===== src/rtl/fspc_pkg.sv =====
// ----------------------------------------------------------------------------
// fspc_pkg
// Types, constants and the control store of the fixed-step pulse clock.
// ----------------------------------------------------------------------------
package fspc_pkg;

	// Configuration port
	localparam int APB_ADDR_W = 3;
	localparam int APB_DATA_W = 32;

	typedef enum logic {
		REG_FIXED_STEP  = 1'b0,
		REG_START_SCALE = 1'b1
	} reg_idx_t;

	// Reset values and defaults
	localparam logic [31:0] DEFAULT_STEP    = 32'd279620;
	localparam logic [23:0] START_SCALE_RST = 24'd65536;
	localparam int          MAX_PULSES_DEF  = 8;

	// Transaction payloads
	typedef struct packed {
		logic [31:0] frame_dt;
		logic [31:0] spare_dt;
		logic        new_request;
		logic [23:0] scale_goal;
		logic [23:0] ramp_rate;
	} in_item_t;

	typedef struct packed {
		logic [3:0]  tick_pulses;
		logic [31:0] scaled_dt;
		logic [47:0] elapsed_time;
		logic [23:0] scale_now;
		logic        clamped;
		logic        ramp_done;
	} out_item_t;

	// Sequencer
	typedef logic [2:0] step_t;

	typedef enum logic [1:0] {
		JMP_NEXT,
		JMP_WAIT_IN,
		JMP_LOOP_SUB,
		JMP_WAIT_OUT
	} jmp_t;

	typedef struct packed {
		logic  load;
		logic  mul_ramp;
		logic  mul_scale;
		logic  ramp;
		logic  sat;
		logic  accum;
		logic  sub;
		logic  finish;
		jmp_t  jmp;
		step_t tgt;
	} uword_t;

	localparam step_t ST_FETCH     = 3'd0;
	localparam step_t ST_MUL_RAMP  = 3'd1;
	localparam step_t ST_RAMP      = 3'd2;
	localparam step_t ST_MUL_SCALE = 3'd3;
	localparam step_t ST_SAT       = 3'd4;
	localparam step_t ST_ACCUM     = 3'd5;
	localparam step_t ST_PULSE     = 3'd6;
	localparam step_t ST_FINISH    = 3'd7;

	// Control store: one word per step, the last step wraps to the fetch
	function automatic uword_t fspc_ucode(input step_t s);
		uword_t w;
		w = '0;
		w.jmp = JMP_NEXT;
		w.tgt = ST_FETCH;
		case (s)
			ST_FETCH: begin
				w.load = 1'b1;
				w.jmp  = JMP_WAIT_IN;
				w.tgt  = ST_FETCH;
			end
			ST_MUL_RAMP:  w.mul_ramp  = 1'b1;
			ST_RAMP:      w.ramp      = 1'b1;
			ST_MUL_SCALE: w.mul_scale = 1'b1;
			ST_SAT:       w.sat       = 1'b1;
			ST_ACCUM:     w.accum     = 1'b1;
			ST_PULSE: begin
				w.sub = 1'b1;
				w.jmp = JMP_LOOP_SUB;
				w.tgt = ST_PULSE;
			end
			ST_FINISH: begin
				w.finish = 1'b1;
				w.jmp    = JMP_WAIT_OUT;
				w.tgt    = ST_FINISH;
			end
			default: w.jmp = JMP_NEXT;
		endcase
		return w;
	endfunction

endpackage


===== src/rtl/fixed_step_pulse_clock_unit.sv =====
// A new frame is taken only after the last one has passed the finish step; the step
// loop of the sequencer subtracts one fixed step per cycle from the accumulator.
// The next frame is taken while the result still waits in the output register.
// Reset (arst_n low): scale = start_scale, accumulator, total and ramp cleared,
// registers back to their defaults; no clearing pass.
// ----------------------------------------------------------------------------
// fixed_step_pulse_clock_unit
// Fixed-timestep pulse generator with time-scale ramp, run by a small
// microcoded sequencer over one 24x32 multiplier and a 33-bit accumulator.
// ----------------------------------------------------------------------------
module fixed_step_pulse_clock_unit #(
	parameter int MAX_PULSES = fspc_pkg::MAX_PULSES_DEF
) (
	input  logic                            clk,
	input  logic                            arst_n,
	input  logic                            item_valid,
	output logic                            item_ready,
	input  fspc_pkg::in_item_t              item,
	output logic                            result_valid,
	input  logic                            result_ready,
	output fspc_pkg::out_item_t             result,
	input  logic                            psel,
	input  logic                            penable,
	input  logic                            pwrite,
	input  logic [fspc_pkg::APB_ADDR_W-1:0] paddr,
	input  logic [fspc_pkg::APB_DATA_W-1:0] pwdata,
	output logic [fspc_pkg::APB_DATA_W-1:0] prdata,
	output logic                            pready
);
	import fspc_pkg::*;

	localparam int PCNT_W = $clog2(MAX_PULSES + 1);

	// Configuration
	logic [31:0] fixed_step_q;
	logic [23:0] start_scale_q;
	reg_idx_t    reg_idx;
	logic        cfg_wr;

	// Sequencer
	step_t  step_q;
	uword_t uw;
	logic   hold;
	logic   out_busy;
	logic   sub_go;
	logic   load_go;
	logic   finish_go;

	// Datapath
	logic [31:0]       dt_q;
	logic              pending_q;
	logic [23:0]       target_q;
	logic [23:0]       speed_q;
	logic [23:0]       scale_q;
	logic [55:0]       prod_q;
	logic [31:0]       scaled_q;
	logic [32:0]       acc_q;
	logic [47:0]       total_q;
	logic [PCNT_W-1:0] pulses_q;
	logic              done_q;
	logic              result_valid_q;
	out_item_t         result_q;

	logic [23:0] mul_a;
	logic [55:0] mul_p;
	logic [31:0] step_eff;
	logic [31:0] ramp_delta;
	logic [23:0] ramp_diff;
	logic        clamp_hit;

	assign pready  = 1'b1;
	assign reg_idx = reg_idx_t'(paddr[APB_ADDR_W-1]);
	assign cfg_wr  = psel & penable & pwrite & pready;

	always_comb begin
		case (reg_idx)
			REG_FIXED_STEP:  prdata = fixed_step_q;
			REG_START_SCALE: prdata = {8'd0, start_scale_q};
			default:         prdata = '0;
		endcase
	end

	// Control word and branch conditions
	assign uw        = fspc_ucode(step_q);
	assign out_busy  = result_valid_q & ~result_ready;
	assign step_eff  = (fixed_step_q != 32'd0) ? fixed_step_q : DEFAULT_STEP;
	assign sub_go    = (acc_q >= {1'b0, step_eff}) && (pulses_q < PCNT_W'(MAX_PULSES));
	assign clamp_hit = (pulses_q >= PCNT_W'(MAX_PULSES)) && (acc_q >= {1'b0, step_eff});

	always_comb begin
		case (uw.jmp)
			JMP_WAIT_IN:  hold = ~item_valid;
			JMP_LOOP_SUB: hold = sub_go;
			JMP_WAIT_OUT: hold = out_busy;
			default:      hold = 1'b0;
		endcase
	end

	assign item_ready = uw.load;
	assign load_go    = uw.load & item_valid;
	assign finish_go  = uw.finish & ~out_busy;

	assign mul_a      = uw.mul_ramp ? speed_q : scale_q;
	assign mul_p      = 56'(mul_a) * 56'(dt_q);
	assign ramp_delta = prod_q[55:24];
	assign ramp_diff  = (target_q >= scale_q) ? (target_q - scale_q) : (scale_q - target_q);

	assign result_valid = result_valid_q;
	assign result       = result_q;

	always_ff @(posedge clk or negedge arst_n) begin
		if (!arst_n) begin
			step_q         <= ST_FETCH;
			fixed_step_q   <= DEFAULT_STEP;
			start_scale_q  <= START_SCALE_RST;
			scale_q        <= START_SCALE_RST;
			pending_q      <= 1'b0;
			target_q       <= '0;
			speed_q        <= '0;
			acc_q          <= '0;
			total_q        <= '0;
			pulses_q       <= '0;
			done_q         <= 1'b0;
			dt_q           <= '0;
			prod_q         <= '0;
			scaled_q       <= '0;
			result_valid_q <= 1'b0;
			result_q       <= '0;
		end else begin
			step_q <= hold ? uw.tgt : step_t'(step_q + 3'd1);

			if (cfg_wr) begin
				case (reg_idx)
					REG_FIXED_STEP: fixed_step_q <= pwdata;
					REG_START_SCALE: begin
						start_scale_q <= pwdata[23:0];
						scale_q       <= pwdata[23:0];
					end
					default: fixed_step_q <= fixed_step_q;
				endcase
			end

			if (load_go) begin
				dt_q   <= (item.frame_dt != 32'd0) ? item.frame_dt : item.spare_dt;
				done_q <= 1'b0;
				if (item.new_request) begin
					pending_q <= 1'b1;
					target_q  <= item.scale_goal;
					speed_q   <= item.ramp_rate;
				end
			end

			if (uw.mul_ramp || uw.mul_scale)
				prod_q <= mul_p;

			// Slew toward the target, snap when within one step
			if (uw.ramp && pending_q) begin
				if ({8'd0, ramp_diff} <= ramp_delta) begin
					scale_q   <= target_q;
					pending_q <= 1'b0;
					done_q    <= 1'b1;
				end else if (target_q > scale_q) begin
					scale_q <= scale_q + ramp_delta[23:0];
				end else begin
					scale_q <= scale_q - ramp_delta[23:0];
				end
			end

			// Drop the fraction, saturate to 32 bits
			if (uw.sat)
				scaled_q <= (|prod_q[55:48]) ? 32'hFFFF_FFFF : prod_q[47:16];

			if (uw.accum) begin
				total_q  <= total_q + 48'(scaled_q);
				acc_q    <= acc_q + 33'(scaled_q);
				pulses_q <= '0;
			end

			if (uw.sub && sub_go) begin
				acc_q    <= acc_q - {1'b0, step_eff};
				pulses_q <= pulses_q + PCNT_W'(1);
			end

			if (finish_go) begin
				if (clamp_hit)
					acc_q <= '0;
				result_q.tick_pulses  <= 4'(pulses_q);
				result_q.scaled_dt    <= scaled_q;
				result_q.elapsed_time <= total_q;
				result_q.scale_now    <= scale_q;
				result_q.clamped      <= clamp_hit;
				result_q.ramp_done    <= done_q;
				result_valid_q        <= 1'b1;
			end else if (result_ready) begin
				result_valid_q <= 1'b0;
			end
		end
	end

endmodule


===== config.mk =====
export PLATFORM = sky130hd
export DESIGN_NAME = fixed_step_pulse_clock_unit
export DESIGN_NICKNAME = d
export VERILOG_FILES = /design/src/rtl/fspc_pkg.sv /design/src/rtl/fixed_step_pulse_clock_unit.sv
export SDC_FILE = /design/constraint.sdc
export NUM_CORES = 2
export LEC_CHECK = 0
export BUFFER_PORTS_ARGS = -buffer_cell sky130_fd_sc_hd__buf_2
export CELL_PAD_IN_SITES_DETAIL_PLACEMENT = 1
export CELL_PAD_IN_SITES_GLOBAL_PLACEMENT = 2
export CORE_MARGIN = 1.5
export CORE_UTILIZATION = 43
export DETAILED_ROUTE_END_ITERATION = 10
export HOLD_SLACK_MARGIN = 0.1
export PLACE_DENSITY = 0.95
export RECOVER_POWER = 25
export SETUP_SLACK_MARGIN = 0.2
export SYNTH_ARGS = -nofsm -noshare
export SYNTH_HDL_FRONTEND = slang
export SYNTH_SLANG_ARGS = --single-unit

===== constraint.sdc =====
create_clock -name clk -period 19.54 [get_ports clk]
set_input_delay 1.954 -clock clk [delete_from_list [all_inputs] [get_ports clk]]
set_output_delay 1.954 -clock clk [all_outputs]
set_load 0.005 [all_outputs]

Yosys cells after proc, flatten, opt, wreduce, memory -nomap -nowiden
Index checks and enable logic that the tools add are counted.
{"block": "totals", "elab_cells": 110, "input_bits": 155, "out_inout_bits": 145, "regBits": 449}
{"block": "classes", "n_mul": 1, "bitwise_logic": 9, "magnitude_cmp": 6, "n_reduce_logical": 17, "n_eq_ne": 10, "muxes": 37, "addsub": 9}
{"operator": "24-bit 2-to-1 mux", "count": 7}
{"operator": "33-bit 2-to-1 mux", "count": 4}
{"operator": "32-bit 2-to-1 mux", "count": 3}
{"operator": "24-bit subtractor", "count": 3}
{"operator": "32-bit case mux with 2 select lines", "count": 1}
{"operator": "32-bit nonzero test", "count": 2}
{"operator": "24-bit by 32-bit multiplier with 56-bit output", "count": 1}
{"operator": "48-bit by 32-bit adder with 48-bit output", "count": 1}
{"operator": "33-bit by 32-bit adder with 33-bit output", "count": 1}
{"operator": "33-bit by 32-bit >= comparator with 1-bit output", "count": 1}
{"operator": "33-bit by 32-bit subtractor with 33-bit output", "count": 1}
{"operator": "24-bit by 32-bit less-or-equal comparator with 1-bit output", "count": 1}
{"operator": "24-bit adder", "count": 1}
{"operator": "24-bit >= comparator", "count": 1}
{"operator": "24-bit greater-than comparator", "count": 1}
{"operator": "1-bit 2-to-1 mux", "count": 17}
{"operator": "5-bit case mux with 3 select lines", "count": 1}
{"operator": "3-bit equality test (second input constant)", "count": 4}
{"operator": "4-bit 2-to-1 mux", "count": 2}
{"operator": "2-bit AND reduction", "count": 4}
{"operator": "2-bit nonzero test", "count": 4}
{"operator": "8-bit OR reduction", "count": 1}
{"operator": "3-bit by 2-bit equality test with 1-bit output (second input constant)", "count": 2}
{"operator": "1-bit AND", "count": 5}
{"operator": "13 further kinds", "count": 20}

Logic depth before layout (Yosys ltp)
{"block": "depth", "ltp_word": 8, "ltp_mapped": 34, "ltp_nobuf": 31}

Worst setup path before layout
Ideal clock, no wire load.
{"block": "synth_path", "kind": "register to register", "start": "register step_q[0]", "end": "register prod_q[53]", "path_stages_with_launch": 31, "n_path_buf": 3, "period_less_slack_ns": 8.047, "arrival_time_ns": 7.913, "t_required_ns": 19.405, "setup_slack_ns": 11.493, "path_cell_list": "dfrtp_1 > ha_1 > nand2b_4 > buf_6 > clkbuf_1 > mux2i_1 > clkbuf_1 > nor2b_1 > fa_1 > fa_1 > inv_1 > fa_1 > fa_1 > inv_1 > fa_1 > fa_1 > inv_1 > fa_1 > inv_1 > ha_1 > a211oi_1 > o21bai_1 > a31oi_1 > o211ai_1 > or3_1 > o21ai_2 > o211a_1 > o21ai_2 > a31o_2 > a211oi_1 > o31ai_1"}
{"block": "synth_via", "elab_chain_len": 4, "elab_cells_between_ends": 7}
{"item": "start: declaration", "line": "fixed_step_pulse_clock_unit.sv:41", "text": "step_t step_q;"}
{"item": "start signal: assignment", "line": "fixed_step_pulse_clock_unit.sv:130", "text": "step_q <= hold ? uw.tgt : step_t'(step_q + 3'd1);"}
{"item": "3-bit by 1-bit equality test with 1-bit output", "line": "fspc_pkg.sv:77", "text": "case (s)"}
{"item": "1-bit 2-to-1 mux", "line": "fspc_pkg.sv:77"}
{"item": "24-bit 2-to-1 mux", "line": "fixed_step_pulse_clock_unit.sv:103", "text": "assign mul_a = uw.mul_ramp ? speed_q : scale_q;"}
{"item": "24-bit by 32-bit multiplier with 56-bit output", "line": "fixed_step_pulse_clock_unit.sv:104", "text": "assign mul_p = 56'(mul_a) * 56'(dt_q);"}
{"item": "end signal: assignment", "line": "fixed_step_pulse_clock_unit.sv:154", "text": "prod_q <= mul_p;"}
{"item": "end: declaration", "line": "fixed_step_pulse_clock_unit.sv:55", "text": "logic [55:0] prod_q;"}
Several ways; a longest one is shown, not always the timed one.
A chain may end at the register's enable or synchronous reset.

Worst setup path in the final report
{"block": "layout_path", "start": "register step_q[1]", "end": "register prod_q[32]"}
The elaborated chain is that of the path after synthesis.

==> impl_metrics.py <==
metrics = {
    "worst_hold_path": {
        "hold_path_depth": 2,
        "hold_class": "register to register",
        "hold_end": "start_scale_q[16]$_DFFE_PN1P_",
        "holdCritStartpoint": "start_scale_q[16]$_DFFE_PN1P_",
    },
    "worst_setup_path": {
        "slowest_stage": "mux2_2",
        "rr_endpoint": "prod_q[32]$_DFFE_PN0P_",
        "reg2regPathDepth": 26,
        "r2r-start": "step_q[1]$_DFF_PN0_",
        "slowest_delay_ns": 1.03,
        "worstPathMaxFanout": 32,
        "required_ns": 20.05,
        "cpMostUsedCell": "fa_1",
        "rrSetupSlack_ns": 10.11,
        "start_kind": "register",
        "endpoint_kind": "register",
        "critPathLaunch": "step_q[1]$_DFF_PN0_",
        "path_class": "register to register",
        "worstPathArrival_ns": 9.94,
    },
    "grt": {
        "grt_max_degree": 148,
        "grtUsageTotal_pct": 28.9,
        "grt_overflow": 0,
        "antenna_found_initial": 14,
        "grt_pass1_vias": 46400,
        "grt_first_pass_wirelength_microns": 269000,
    },
    "route": {
        "wl_microns": 173000,
        "ant_nets": 0,
        "routed-via-count": 42000,
        "routedWlPerCell_microns": 23.1,
        "drt_pass1_iterations": 5,
        "drc": 0,
        "dr.first_iter.drc_count": 2980,
        "via_per_inst": 5.61,
    },
    "clock_tree": {
        "clockBufferDepth": 3,
        "cts_resized": 0,
        "htree_levels": 2,
        "cts-buffers-inserted": 52,
        "clk_pin_slew_ns": 0.06,
        "hold_buffers": 0,
        "cts_setup_buffers": 0,
        "cts_tree": "yes",
        "clock_latency_ns": 0.68,
        "cts-root-buf": "clkbuf_16",
        "clock_sinks": 433,
    },
    "die": {
        "fp.dieW_microns": 347,
        "core_area_sq_um": 118000,
        "die_y_microns": 347,
        "std_cell_rows": 126,
        "num_io_pins": 300,
        "start_util_pct": 43.3,
        "dieArea_sq_um": 121000,
    },
    "outcome": {
        "violations": "max-capacitance violations, max-slew violations",
        "status": "finished with violations",
    },
    "placement": {
        "hpwlAfterDp_microns": 132000,
        "globalplace.congestion": 0.932,
        "io_buffers": 296,
    },
    "sta": {
        "finalMaxSlewViolations": 422,
        "skew_ns": 0.0666,
        "fin_crit_ns": 9.43,
        "post-route-period-util_pct": 48.2,
        "rsz0062_at_grt": "false",
        "max_freq_mhz": 106,
        "relSlewSlack_pct": -317,
        "finalSetupTns_ns": 0,
        "report.final.hold_viol_count": 0,
        "setup_viol": 0,
        "worst_pin_slew_ns": 6.25,
    },
    "synthesis": {
        "ys_types": 85,
        "synth_area_sq_um": 51000,
        "ys_top_cells_by_area": "fa_1 (26%), dfrtp_1 (21%), ha_1 (9.3%)",
        "synth_ff_type": "dfrtp_1",
        "synth_enable_flop_cells": 0,
        "ys_ff_latch": 433,
        "ys_seq_area_share_pct": 21.3,
        "postSynthAreaPerCell_sq_um": 8.84,
        "syn-instance-count": 5767,
        "synth.net_count": 6962,
        "synth_top_area_cell": "fa_1",
        "yosysTopAreaCellShare_pct": 26.0,
        "ys_warn_count": 0,
        "async_flop_share_pct": 100,
    },
    "job": {
        "drv_cap": 7,
    },
    "final_layout": {
        "syn_to_final_growth_pct": 9.38,
        "fin_util_pct": 47.3,
        "num-nets-final": 7097,
        "layout-drive-gt1-share_pct": 10.4,
        "fillers": 13900,
    },
}
## worst max-delay path: cells and delay by family (launching register included)
kind | cells | cell delay (ns)
buf+inv | 4 | 0.27
xor+xnor | 1 | 0.25
mux | 1 | 1.03
simple gates | 3 | 0.88
flops | 1 | 0.40
compound gates | 8 | 2.06
fa+ha+maj | 9 | 4.31
## Yosys cell counts (all sizes together), types with 5 or more instances
cell type and number:
nand2b 16, o211ai 21, and2 378, clkbuf 251, or3 14, ha 377, and4 8, mux2i 22
or2 15, nand4 40, nand3 52, a221oi 7, nor2 172, a211o 5, dfstp 7, a311o 5
dfrtp 426, a311oi 6, and3 37, o31ai 23, nand3b 7, a31o 5, o21bai 24, a211oi 49
nand2 1035, o21a 24, a21boi 9, nor4 27, mux2 113, inv 860, a21oi 250, a21o 125
buf 31, a31oi 28, o21ai 282, nor2b 55, o311ai 8, fa 663, xnor2 134, xor2 65
nor3 32
## routing by layer
| metal | GRT usage (%) | vias to the layer above | share of wire (%) | wire [microns] |
|---|---|---|---|---|
| met2 | 49.6 | 1415 | 48 | 83600 |
| met3 | 3.68 | 384 | 6.4 | 11100 |
| met4 | 10.9 | 10 | 4.2 | 7180 |
| li1 | - | 18600 | - | - |
| met1 | 37.3 | 21600 | 41 | 70900 |
| met5 | 0 | - | 0.039 | 68 |
## metrics by stage
stage          cells  instance area, sq um  hold slack (ns)  setup slack (ns)
6_report        7482                 55700            0.461             10.11
5_1_grt         7481                 55700            0.488              9.78
4_1_cts         7481                 55800            0.461             10.09
3_5_place_dp    7384                 53900            0.450             10.16
3_3_place_gp    7384                 53900            0.447             10.38
2_1_floorplan   5767                 51000            0.439             11.49
## registers in the layout (all words and copies together) (netlist names), 3 cells and up
register       cells
acc_q             33
dt_q              32
fixed_step_q      32
prod_q            40
pulses_q           4
result           110
scale_q           24
scaled_q          32
speed_q           24
start_scale_q     24
step_q             3
target_q          24
total_q           48
## area by class of cell
type	instances	area [sq um]	share of cell area, %
tap	1536	1920	3.45
antenna	1	2.50	0.00449
timing repair buffer	363	1980	3.56
clock inverter	35	513	0.920
multi-input combinational	4192	35800	64.3
clock buffer	62	1410	2.53
sequential	433	10800	19.5
inverter	860	3230	5.79
## worst max path at each step
stage,slack (ns),depth (start not counted),to
4_1_cts,10.09,26,prod_q[43]$_DFFE_PN0P_
2_1_floorplan,11.49,30,prod_q[53]$_DFFE_PN0P_
3_5_place_dp,10.16,26,prod_q[43]$_DFFE_PN0P_
6_report,10.11,26,prod_q[32]$_DFFE_PN0P_
5_1_grt,9.78,26,prod_q[43]$_DFFE_PN0P_
3_3_place_gp,10.38,26,prod_q[43]$_DFFE_PN0P_
## kinds of logic (layout without fill, tap and decap cells)
family / after synthesis / in the layout / synth area share [%]
muxes: 135 / 135 / 2.94
xor gates and xnor gates: 199 / 199 / 3.42
AOI/OAI and AO/OA: 916 / 916 / 11.2
buffers and inverters: 1142 / 1320 / 8.49
adders and majority gates: 1040 / 1040 / 35.3
and+or+nand+nor: 1901 / 1901 / 17.3
other: 1 / 2 / 0.00736
DFF: 433 / 433 / 21.3
## cell usage in the layout, fill, tap and decap left out, types with 10 or more instances in the layout
master,n
nor2_1,171
nand2_1,1033
o31ai_1,23
nor4_1,27
clkinv_2,11
or3_1,14
nand4_1,40
o211ai_1,21
dfrtp_1,426
o21a_1,24
nor2b_1,54
ha_1,377
buf_4,63
clkbuf_16,52
xnor2_1,134
mux2i_1,21
inv_1,860
and2_1,377
o21bai_1,23
or2_2,14
o21ai_0,271
buf_2,294
a21o_1,123
bufinv_16,10
xor2_1,65
a21oi_1,248
nand3_1,51
a31oi_1,28
nor3_1,32
nand2b_1,15
fa_1,663
a211oi_1,43
and3_1,37
mux2_2,111
Power is not shown: default switching activity piles up to over one toggle a cycle in this logic, so the estimate is an artifact.
